`src/rtl/core/ps2mc_pkg.sv`:
```
package ps2mc_pkg;

    // Coordinate width default and config register width
    localparam int COORD_BITS_DEF = 12;
    localparam int CFG_W          = 12;
    localparam int CFG_IDX_W      = 3;

    // Register reset values
    localparam logic [CFG_W-1:0] MAX_X_RST = 12'd1140;
    localparam logic [CFG_W-1:0] MAX_Y_RST = 12'd850;

    // Header bit positions
    localparam int HDR_LEFT   = 0;
    localparam int HDR_RIGHT  = 1;
    localparam int HDR_MIDDLE = 2;
    localparam int HDR_SYNC   = 3;
    localparam int HDR_XSIGN  = 4;
    localparam int HDR_YSIGN  = 5;
    localparam int HDR_XOVF   = 6;
    localparam int HDR_YOVF   = 7;

    // Configuration register indexes
    typedef enum logic [CFG_IDX_W-1:0] {
        REG_MAX_X       = 3'd0,
        REG_MAX_Y       = 3'd1,
        REG_REGION_X_LO = 3'd2,
        REG_REGION_X_HI = 3'd3,
        REG_REGION_Y_LO = 3'd4,
        REG_REGION_Y_HI = 3'd5
    } cfg_reg_t;

    // Position within a packet
    typedef enum logic [1:0] {
        CNT_HEADER = 2'd0,
        CNT_X      = 2'd1,
        CNT_Y      = 2'd2,
        CNT_SPARE  = 2'd3
    } byte_cnt_t;

endpackage

```
`src/rtl/core/ps2_mouse_packet_cursor.sv`:
```
// Channel  Dir  Beat fields (lowest bit up)
// s_axis   in   tdata: data_byte[7:0]; tuser: rx_error
// m_axis   out  tdata: left_button, right_button, middle_button, delta_x[8:0],
//               delta_y[8:0], x_ovf, y_ovf, cursor_x, cursor_y, in_region
// cfg      in   cfg_we, cfg_index, cfg_wdata (one register per write)
//
// One input beat is taken every cycle while s_tready is high; the third byte of a
// packet loads its result beat into the output register.
// The cursor add, clamp and rectangle compare are combinational, ahead of that register.
// Reset clears the packet position, cursor and output valid; registers reload defaults.
// s_tready drops only while a result is held and m_tready is low.
module ps2_mouse_packet_cursor #(
    parameter int COORD_BITS = ps2mc_pkg::COORD_BITS_DEF
) (
    input  logic                              clk,
    input  logic                              rst_n,
    // data_byte[7:0]
    input  logic                              s_tvalid,
    output logic                              s_tready,
    input  logic [7:0]                        s_tdata,
    // rx_error
    input  logic                              s_tuser,
    output logic                              m_tvalid,
    input  logic                              m_tready,
    // left_button, right_button, middle_button, delta_x[8:0], delta_y[8:0],
    // x_ovf, y_ovf, cursor_x, cursor_y, in_region, zero fill
    output logic [((24 + 2 * COORD_BITS + 7) / 8) * 8 - 1:0] m_tdata,
    input  logic                              cfg_we,
    input  logic [ps2mc_pkg::CFG_IDX_W-1:0]   cfg_index,
    input  logic [ps2mc_pkg::CFG_W-1:0]       cfg_wdata
);
    import ps2mc_pkg::*;

    localparam int OUT_BITS = 24 + 2 * COORD_BITS;
    localparam int OUT_W    = ((OUT_BITS + 7) / 8) * 8;
    localparam int LW       = (COORD_BITS > CFG_W) ? COORD_BITS : CFG_W;
    localparam int CW       = LW + 2;
    localparam logic [LW-1:0] COORD_MASK = LW'((1 << COORD_BITS) - 1);

    logic [CFG_W-1:0]      max_x_reg, max_y_reg;
    logic [CFG_W-1:0]      rx_lo_reg, rx_hi_reg, ry_lo_reg, ry_hi_reg;
    byte_cnt_t             cnt_reg, cnt_next;
    logic [7:0]            hdr_reg, hdr_next;
    logic [7:0]            xb_reg, xb_next;
    logic [COORD_BITS-1:0] pos_x_reg, pos_x_next;
    logic [COORD_BITS-1:0] pos_y_reg, pos_y_next;
    logic                  out_valid_reg, out_valid_next;
    logic [OUT_BITS-1:0]   out_data_reg, out_data_next;

    logic                  in_beat;
    logic                  done;
    logic signed [8:0]     dx, dy;
    logic [LW-1:0]         lim_x, lim_y;
    logic signed [CW-1:0]  sum_x, sum_y;
    logic [COORD_BITS-1:0] clamp_x, clamp_y;
    logic                  in_rect;

    // Write configuration registers
    always_ff @(posedge clk or negedge rst_n)
    begin
        if (!rst_n)
        begin
            max_x_reg <= MAX_X_RST;
            max_y_reg <= MAX_Y_RST;
            rx_lo_reg <= '0;
            rx_hi_reg <= '0;
            ry_lo_reg <= '0;
            ry_hi_reg <= '0;
        end
        else if (cfg_we)
        begin
            unique case (cfg_index)
                REG_MAX_X:       max_x_reg <= cfg_wdata;
                REG_MAX_Y:       max_y_reg <= cfg_wdata;
                REG_REGION_X_LO: rx_lo_reg <= cfg_wdata;
                REG_REGION_X_HI: rx_hi_reg <= cfg_wdata;
                REG_REGION_Y_LO: ry_lo_reg <= cfg_wdata;
                REG_REGION_Y_HI: ry_hi_reg <= cfg_wdata;
                default:         ;
            endcase
        end
    end

    assign s_tready = !out_valid_reg || m_tready;
    assign in_beat  = s_tvalid && s_tready;

    // Decode deltas of the packet being completed
    assign dx = {hdr_reg[HDR_XSIGN], xb_reg};
    assign dy = {hdr_reg[HDR_YSIGN], s_tdata};

    // Effective maxima, limited to the coordinate range
    assign lim_x = (LW'(max_x_reg) < COORD_MASK) ? LW'(max_x_reg) : COORD_MASK;
    assign lim_y = (LW'(max_y_reg) < COORD_MASK) ? LW'(max_y_reg) : COORD_MASK;

    // Move and clamp each axis
    assign sum_x = $signed(CW'(pos_x_reg)) + CW'(dx);
    assign sum_y = $signed(CW'(pos_y_reg)) - CW'(dy);

    always_comb
    begin
        if (sum_x < 0)
            clamp_x = '0;
        else if (sum_x > $signed(CW'(lim_x)))
            clamp_x = lim_x[COORD_BITS-1:0];
        else
            clamp_x = sum_x[COORD_BITS-1:0];

        if (sum_y < 0)
            clamp_y = '0;
        else if (sum_y > $signed(CW'(lim_y)))
            clamp_y = lim_y[COORD_BITS-1:0];
        else
            clamp_y = sum_y[COORD_BITS-1:0];
    end

    // Hold an axis whose overflow bit is set
    assign pos_x_next = hdr_reg[HDR_XOVF] ? pos_x_reg : clamp_x;
    assign pos_y_next = hdr_reg[HDR_YOVF] ? pos_y_reg : clamp_y;

    assign in_rect = (LW'(pos_x_next) >= LW'(rx_lo_reg)) &&
                     (LW'(pos_x_next) <= LW'(rx_hi_reg)) &&
                     (LW'(pos_y_next) >= LW'(ry_lo_reg)) &&
                     (LW'(pos_y_next) <= LW'(ry_hi_reg));

    // Advance the packet position; drop errored bytes and unsynced headers
    always_comb
    begin
        cnt_next = cnt_reg;
        hdr_next = hdr_reg;
        xb_next  = xb_reg;
        done     = 1'b0;
        if (in_beat && !s_tuser)
        begin
            unique case (cnt_reg)
                CNT_HEADER:
                begin
                    if (s_tdata[HDR_SYNC])
                    begin
                        hdr_next = s_tdata;
                        cnt_next = CNT_X;
                    end
                end
                CNT_X:
                begin
                    xb_next  = s_tdata;
                    cnt_next = CNT_Y;
                end
                default:
                begin
                    cnt_next = CNT_HEADER;
                    done     = 1'b1;
                end
            endcase
        end
    end

    // Load or drain the output register
    always_comb
    begin
        out_data_next  = {in_rect, pos_y_next, pos_x_next,
                          hdr_reg[HDR_YOVF], hdr_reg[HDR_XOVF],
                          dy, dx,
                          hdr_reg[HDR_MIDDLE], hdr_reg[HDR_RIGHT], hdr_reg[HDR_LEFT]};
        out_valid_next = out_valid_reg;
        if (done)
            out_valid_next = 1'b1;
        else if (m_tready)
            out_valid_next = 1'b0;
    end

    always_ff @(posedge clk or negedge rst_n)
    begin
        if (!rst_n)
        begin
            cnt_reg       <= CNT_HEADER;
            hdr_reg       <= '0;
            xb_reg        <= '0;
            pos_x_reg     <= '0;
            pos_y_reg     <= '0;
            out_valid_reg <= 1'b0;
        end
        else
        begin
            cnt_reg       <= cnt_next;
            hdr_reg       <= hdr_next;
            xb_reg        <= xb_next;
            out_valid_reg <= out_valid_next;
            if (done)
            begin
                pos_x_reg <= pos_x_next;
                pos_y_reg <= pos_y_next;
            end
        end
    end

    always_ff @(posedge clk)
    begin
        if (done)
            out_data_reg <= out_data_next;
    end

    assign m_tvalid = out_valid_reg;
    assign m_tdata  = OUT_W'(out_data_reg);

endmodule
```
`config.mk`:
```
export PLATFORM = sky130hd
export DESIGN_NAME = ps2_mouse_packet_cursor
export DESIGN_NICKNAME = d
export VERILOG_FILES = /design/src/rtl/core/ps2mc_pkg.sv /design/src/rtl/core/ps2_mouse_packet_cursor.sv
export SDC_FILE = /design/constraint.sdc
export NUM_CORES = 1
export LEC_CHECK = 0
export BUFFER_PORTS_ARGS = -buffer_cell sky130_fd_sc_hd__buf_2
export CAP_MARGIN = 20
export CELL_PAD_IN_SITES_DETAIL_PLACEMENT = 1
export CELL_PAD_IN_SITES_GLOBAL_PLACEMENT = 1
export CORE_MARGIN = 8
export CORE_UTILIZATION = 40
export CTS_CLUSTER_SIZE = 30
export DETAILED_ROUTE_END_ITERATION = 10
export PLACE_DENSITY = 0.7
export SYNTH_ARGS = -nofsm -noshare
export SYNTH_HDL_FRONTEND = slang
export SYNTH_SLANG_ARGS = --single-unit
```
`constraint.sdc`:
```
create_clock -name clk -period 7.7 [get_ports clk]
set_input_delay 1.54 -clock clk [delete_from_list [all_inputs] [get_ports clk]]
set_output_delay 1.54 -clock clk [all_outputs]
set_load 0.005 [all_outputs]
```
======== Word-level counts from Yosys, hierarchy flattened ========
Index checks and enable logic that the tools add are counted.
cells by class
  equal/unequal tests ..................... 7
  reduce and logical (&&, ||, !) cells .... 21
  multiplexer cells ....................... 14
  add/sub/neg operators ................... 2
  order comparisons ....................... 10
operator list
  operator                                                                number
  12-bit 2-to-1 mux                                                       8
  14-bit by 13-bit > comparator with 1-bit output                         2
  14-bit by 1-bit < comparator with 1-bit output (second input constant)  2
  12-bit greater-or-equal comparator                                      2
  12-bit <= comparator                                                    2
  12-bit < comparator (second input constant)                             2
  2-bit AND reduction                                                     8
  13-bit by 9-bit adder with 14-bit output                                1
  13-bit by 9-bit subtractor with 14-bit output                           1
  3-bit by 2-bit == test with 1-bit output (second input constant)        2
  3-bit == test (second input constant)                                   2
  1-bit logical AND                                                       5
  1-bit 2-to-1 mux                                                        4
  2-bit case mux with 2 select lines                                      1
  3-bit by 1-bit == test with 1-bit output (second input constant)        1
  3-bit zero test                                                         1
  3-bit AND reduction                                                     1
  2-bit by 1-bit == test with 1-bit output (second input constant)        1
  1-bit zero test                                                         2
  2-bit zero test                                                         1
  2-bit 2-to-1 mux                                                        1
  2-bit inequality test (second input constant)                           1
  2-bit nonzero test                                                      1
  2-bit OR reduction                                                      1
  1-bit logical OR                                                        1
storage, ports and cells
  input bits .............................. 29
  bits in registers ....................... 163

======== Depth between registers and ports, before layout ========
  word-level depth ........................ 10
  depth in mapped cells ................... 29

======== Worst setup path before layout ========
Ideal clock, no wire load.
  path kind ............................... input -> register
  start point ............................. in s_tdata[1]
  end point ............................... reg out_data_reg[47] (netlist: m_tdata[47]) (data pin)
  path buffers ............................ 1
  setup time .............................. 182 ps
  setup slack ............................. 1025 ps
  arrival time ............................ 6494 ps
  required time ........................... 7518 ps
  stages on the path ...................... 28
  path through ............................ inv_1 -> ha_1 -> nor2b_1 -> o31a_1 -> o21ai_0 -> nand2b_1 -> a21o_1 -> a21oi_1 -> xnor2_1 -> ha_1 -> a21o_1 -> a211o_1 -> nor3_1 -> nor4_1 -> a311o_1 -> a221o_1 -> buf_2 -> o211ai_1 -> ha_1 -> a21oi_1 -> nor2b_1 -> o21ai_0 -> nand2b_1 -> a21oi_1 -> o21ai_0 -> a211oi_1 -> o22ai_1 -> nor4b_1
between the ends
  longest elaborated chain between the ends .. 8
  elaborated cells between the ends (all ways) .. 10
  classes of those cells .................. add/sub (1); order compare (4); mux (3); reduce/logical (2)
RTL lines
  element                                            line                            RTL
  start, declared                                    ps2_mouse_packet_cursor.sv:20   input logic [7:0] s_tdata,
  13-bit by 9-bit subtractor with 14-bit output (*)  ps2_mouse_packet_cursor.sv:97   assign sum_y = $signed(CW'(pos_y_reg)) - CW'(dy);
  14-bit by 13-bit > comparator with 1-bit output    ps2_mouse_packet_cursor.sv:110  else if (sum_y > $signed(CW'(lim_y)))
  12-bit 2-to-1 mux                                  ps2_mouse_packet_cursor.sv:110
  12-bit 2-to-1 mux (*)                              ps2_mouse_packet_cursor.sv:108  if (sum_y < 0)
  12-bit 2-to-1 mux (*)                              ps2_mouse_packet_cursor.sv:118  assign pos_y_next = hdr_reg[HDR_YOVF] ? pos_y_reg : clamp_y;
  named net pos_y_next[5]                            ps2_mouse_packet_cursor.sv:46   logic [COORD_BITS-1:0] pos_y_reg, pos_y_next;
  12-bit greater-or-equal comparator                 ps2_mouse_packet_cursor.sv:122  (LW'(pos_y_next) >= LW'(ry_lo_reg)) &&
  1-bit logical AND                                  ps2_mouse_packet_cursor.sv:121  (LW'(pos_x_next) <= LW'(rx_hi_reg)) &&
  1-bit logical AND (*)                              ps2_mouse_packet_cursor.sv:122
  named net in_rect                                  ps2_mouse_packet_cursor.sv:56   logic in_rect;
  end signal, assigned                               ps2_mouse_packet_cursor.sv:199  out_data_reg <= out_data_next;
  end, declared                                      ps2_mouse_packet_cursor.sv:48   logic [OUT_BITS-1:0] out_data_reg, out_data_next;
The timed path passes the listed nets; every way through them passes the cells marked *.
A chain may end at the register's enable or synchronous reset.

======== Worst setup path in the final report ========
Ends and elaborated chain as after synthesis.

==> metrics.md <==
| Metric | Value |
|---|---|
| Status | finished, final reports clean |
| Initial DRC Count | roughly 330 |
| PortBufs | 78 |
| Multi-input gate area | 4590 sq um |
| Site Rows | 56 |
| CORE AREA | ~23000 sq um |
| Seq/Total Area, Yosys | between 40% and 50% |
| DRC violations left | 0 |
| Yosys cell types | 67 |
| Clk sink count | between 150 and 200 |
| Initial Util | around two fifths |
| Critical Path AT | around 7.5 ns |
| Max clock buf depth | 2 |
| Largest net degree at the start of global routing | 65 |
| Synth top cells by count | nand2_1, dfrtp_1, o21ai_0 |
| CP Launch Type | primary input |
| Total die area | between 20000 and 30000 sq um |
| Die height | between 150 and 200 um |
| Vias per inst | about 5.4 |
| EDFF count, synth | between 40 and 50 |
| Yosys warns | 0 |
| Area delta synth->final | 14.8% |
| Slew Limit Fails | 0 |
| TritonCTS buffer count | 17 |
| Hold Crit Class | reg2reg |
| First-pass GRT wire length | approximately 42 mm |
| Mean Syn Cell Area | 10.0 sq um |
| GR Util met2 | about 34% |
| Antenna violations before repair | 2 |
| Worst-skew pair later-pin latency | around 0.43 ns |
| Max reg flops | between 40 and 50 |
| Ports | just under 80 |
| Final Critical Period | 7.31 ns |
| Non-Filler Instances | around 1300 |
| Crit-path max FO | 16 |
| Root Driver | clkbuf_16 |
| Maxcap violations | 0 |
| Final hold vios | 0 |
| Fill cell count | between 2000 and 3000 |
| Register bit total from synthesis | 162 |
| Wire per inst | around 19 um |
| RSZ-0062 raised after global routing | no |
| Total Power | between 5 and 6 mW |
| Most numerous cell in the Yosys netlist | nand2_1 |
| Yosys top cell area share | around 28% |
| Most Crowded Layer GR | met2 |
| Final HPWL DP | between 15 and 20 mm |
| Reg area | approximately 4300 sq um |
| Gpl congestion | between 0.8 and 0.9 |
| Final wirelength | between 20 and 30 mm |
| Layout cells sized above 1 | 17.7% |
| Slew @ Worst Pin | 0.936 ns |
| Post-synth ARST share | 70.4% |
| PwrDens | around 470 nW/um^2 |
| Nets | ~1100 |
| Via count of the first global-routing pass | ~7700 |
| Clock skew after layout | between 0.015 and 0.02 ns |
| Area leader, netlist | dfrtp_1 |
| Critical path type | in2reg |
| H-tree lvl count | 4 |
| Most used DFF post-synth | dfrtp_1 |
| Gr ovfl total | 0 |
| CP endpoint kind | flop |
| CTS tree | built |
| Drt pass-1 iters | 4 |
| Post-CTS Setup Inserts | 0 |
| Slew margin rel. | 37.5% |
| Reg clk slew, reported paths | ~0.070 ns |
| Net count after synthesis | about 1100 |
| Area contributors post-synth | dfrtp_1, edfxtp_1, ha_1, nand2_1, o21ai_0 |
| Die W | between 150 and 200 um |
| Fmax | 0.137 GHz |
| Period utilization | 94.9% |
| Placed insts | approximately 1300 |
| Cts repair resizes | 0 |
| Peak supply drop | slightly below 300 uV |
| Netlist Area Pre-Place | roughly 9300 sq um |
| Post-route ant nets | 0 |
| Vias | ~7000 |
| Cells after Synth | 929 |
| Total global-route track usage | 19.0% |
| Lkg Pwr | between 4 and 5 nW |
| Antenna diodes | 0 |
| # hold bufs at CTS | 0 |
| Final Setup Violations | 0 |
| GR Util met3 | under 10% |
| Met1 Use GR | between 20% and 30% |
| Req. time, crit path | 7.86 ns |
| Setup TNS | 0 ns |
## metal layers
| metal | part of all wire (%) | up-vias | wire (um) |
|---|---|---|---|
| met5 | 0 | - | 0 |
| met4 | 1.5 | 0 | 379 |
| met3 | 3.9 | 28 | 1020 |
| met2 | 53 | 99 | 13800 |
| met1 | 42 | 3602 | 10900 |
| li1 | - | 3456 | - |
## final cells by class
| type | count | area share [%] |
|---|---|---|
| clock buffers | 20 | 4.27 |
| well taps | 319 | 3.73 |
| multi-input cells | 648 | 42.9 |
| inverters | 87 | 3.06 |
| repair buffers | 91 | 4.60 |
| flip-flops and latches | 162 | 40.3 |
| clock inverters | 12 | 1.11 |
## final timing paths
check | start | end | slack, ns | cells after the start
max | s_tdata[1] | m_tdata[47]$_DFFE_PP_ | 0.39 | 27
min in group asynchronous | rst_n | ry_hi_reg[9]$_DFFE_PN0P_ | 1.24 | 1
min reg2reg | hdr_reg[1]$_DFFE_PN0P_ | m_tdata[1]$_DFFE_PP_ | 0.45 | 0
min | hdr_reg[1]$_DFFE_PN0P_ | m_tdata[1]$_DFFE_PP_ | 0.45 | 0
max in group asynchronous | rst_n | pos_y_reg[0]$_DFFE_PN0P_ | 5.22 | 2
max reg2reg | xb_reg[0]$_DFFE_PN0P_ | m_tdata[47]$_DFFE_PP_ | 0.71 | 28
## kinds of logic after synthesis
family	after synthesis	synth area share [%]
compound gates	225	15.4
xor+xnor	19	1.79
fa+ha+maj	99	13.4
buf+inv	119	4.97
flops	162	46.2
mux	44	5.16
simple gates	261	13.0
## critical path: stages
cell and delay (ns):
buf_2 0.12, inv_1 0.07, ha_1 0.28, nor2b_1 0.15, o31a_1 0.28, o21ai_0 0.16
nand2b_1 0.11, a21o_1 0.19, a21oi_1 0.17, xnor2_1 0.22, ha_1 0.31, a21o_1 0.19
a211o_1 0.30, nor3_1 0.30, nor4_1 0.10, a311o_1 0.43, a221o_1 0.34, buf_4 0.22
o211ai_1 0.37, ha_1 0.30, nor2b_1 0.13, o21ai_0 0.20, a21oi_1 0.11, o21ai_0 0.25
a21oi_1 0.10, a2111oi_1 0.40, nor4b_1 0.11
## metrics by stage
| step | hold slack [ns] | area (sq um) | utilization (%) | worst slack (ns) |
|---|---|---|---|---|
| 5_1_grt | 0.462 | 10700 | 46.1 | 0.0756 |
| 6_report | 0.454 | 10700 | 46.1 | 0.394 |
| 3_3_place_gp | 0.433 | 10100 | 43.5 | 0.311 |
| 2_1_floorplan | 0.419 | 9310 | - | 1.02 |
| 4_1_cts | 0.452 | 10700 | 46.0 | 0.413 |
| 3_5_place_dp | 0.438 | 10100 | 43.5 | 0.0382 |
## where the power goes
group / switching, mW / internal (mW) / total (mW)
clock network: 0.378 / 0.471 / 0.848
logic: 1.75 / 1.16 / 2.91
registers: 0.175 / 1.14 / 1.32
## layout by cell type, fill, tap and decap left out, types with 22 or more instances in the layout
cell	count
a21oi_1	29
buf_2	77
dfrtp_1	104
edfxtp_1	48
ha_1	96
inv_1	85
mux2_2	32
nand2_1	141
nand3_1	24
nor2_1	22
o21ai_0	100
Power figures use the tool's default switching activity.
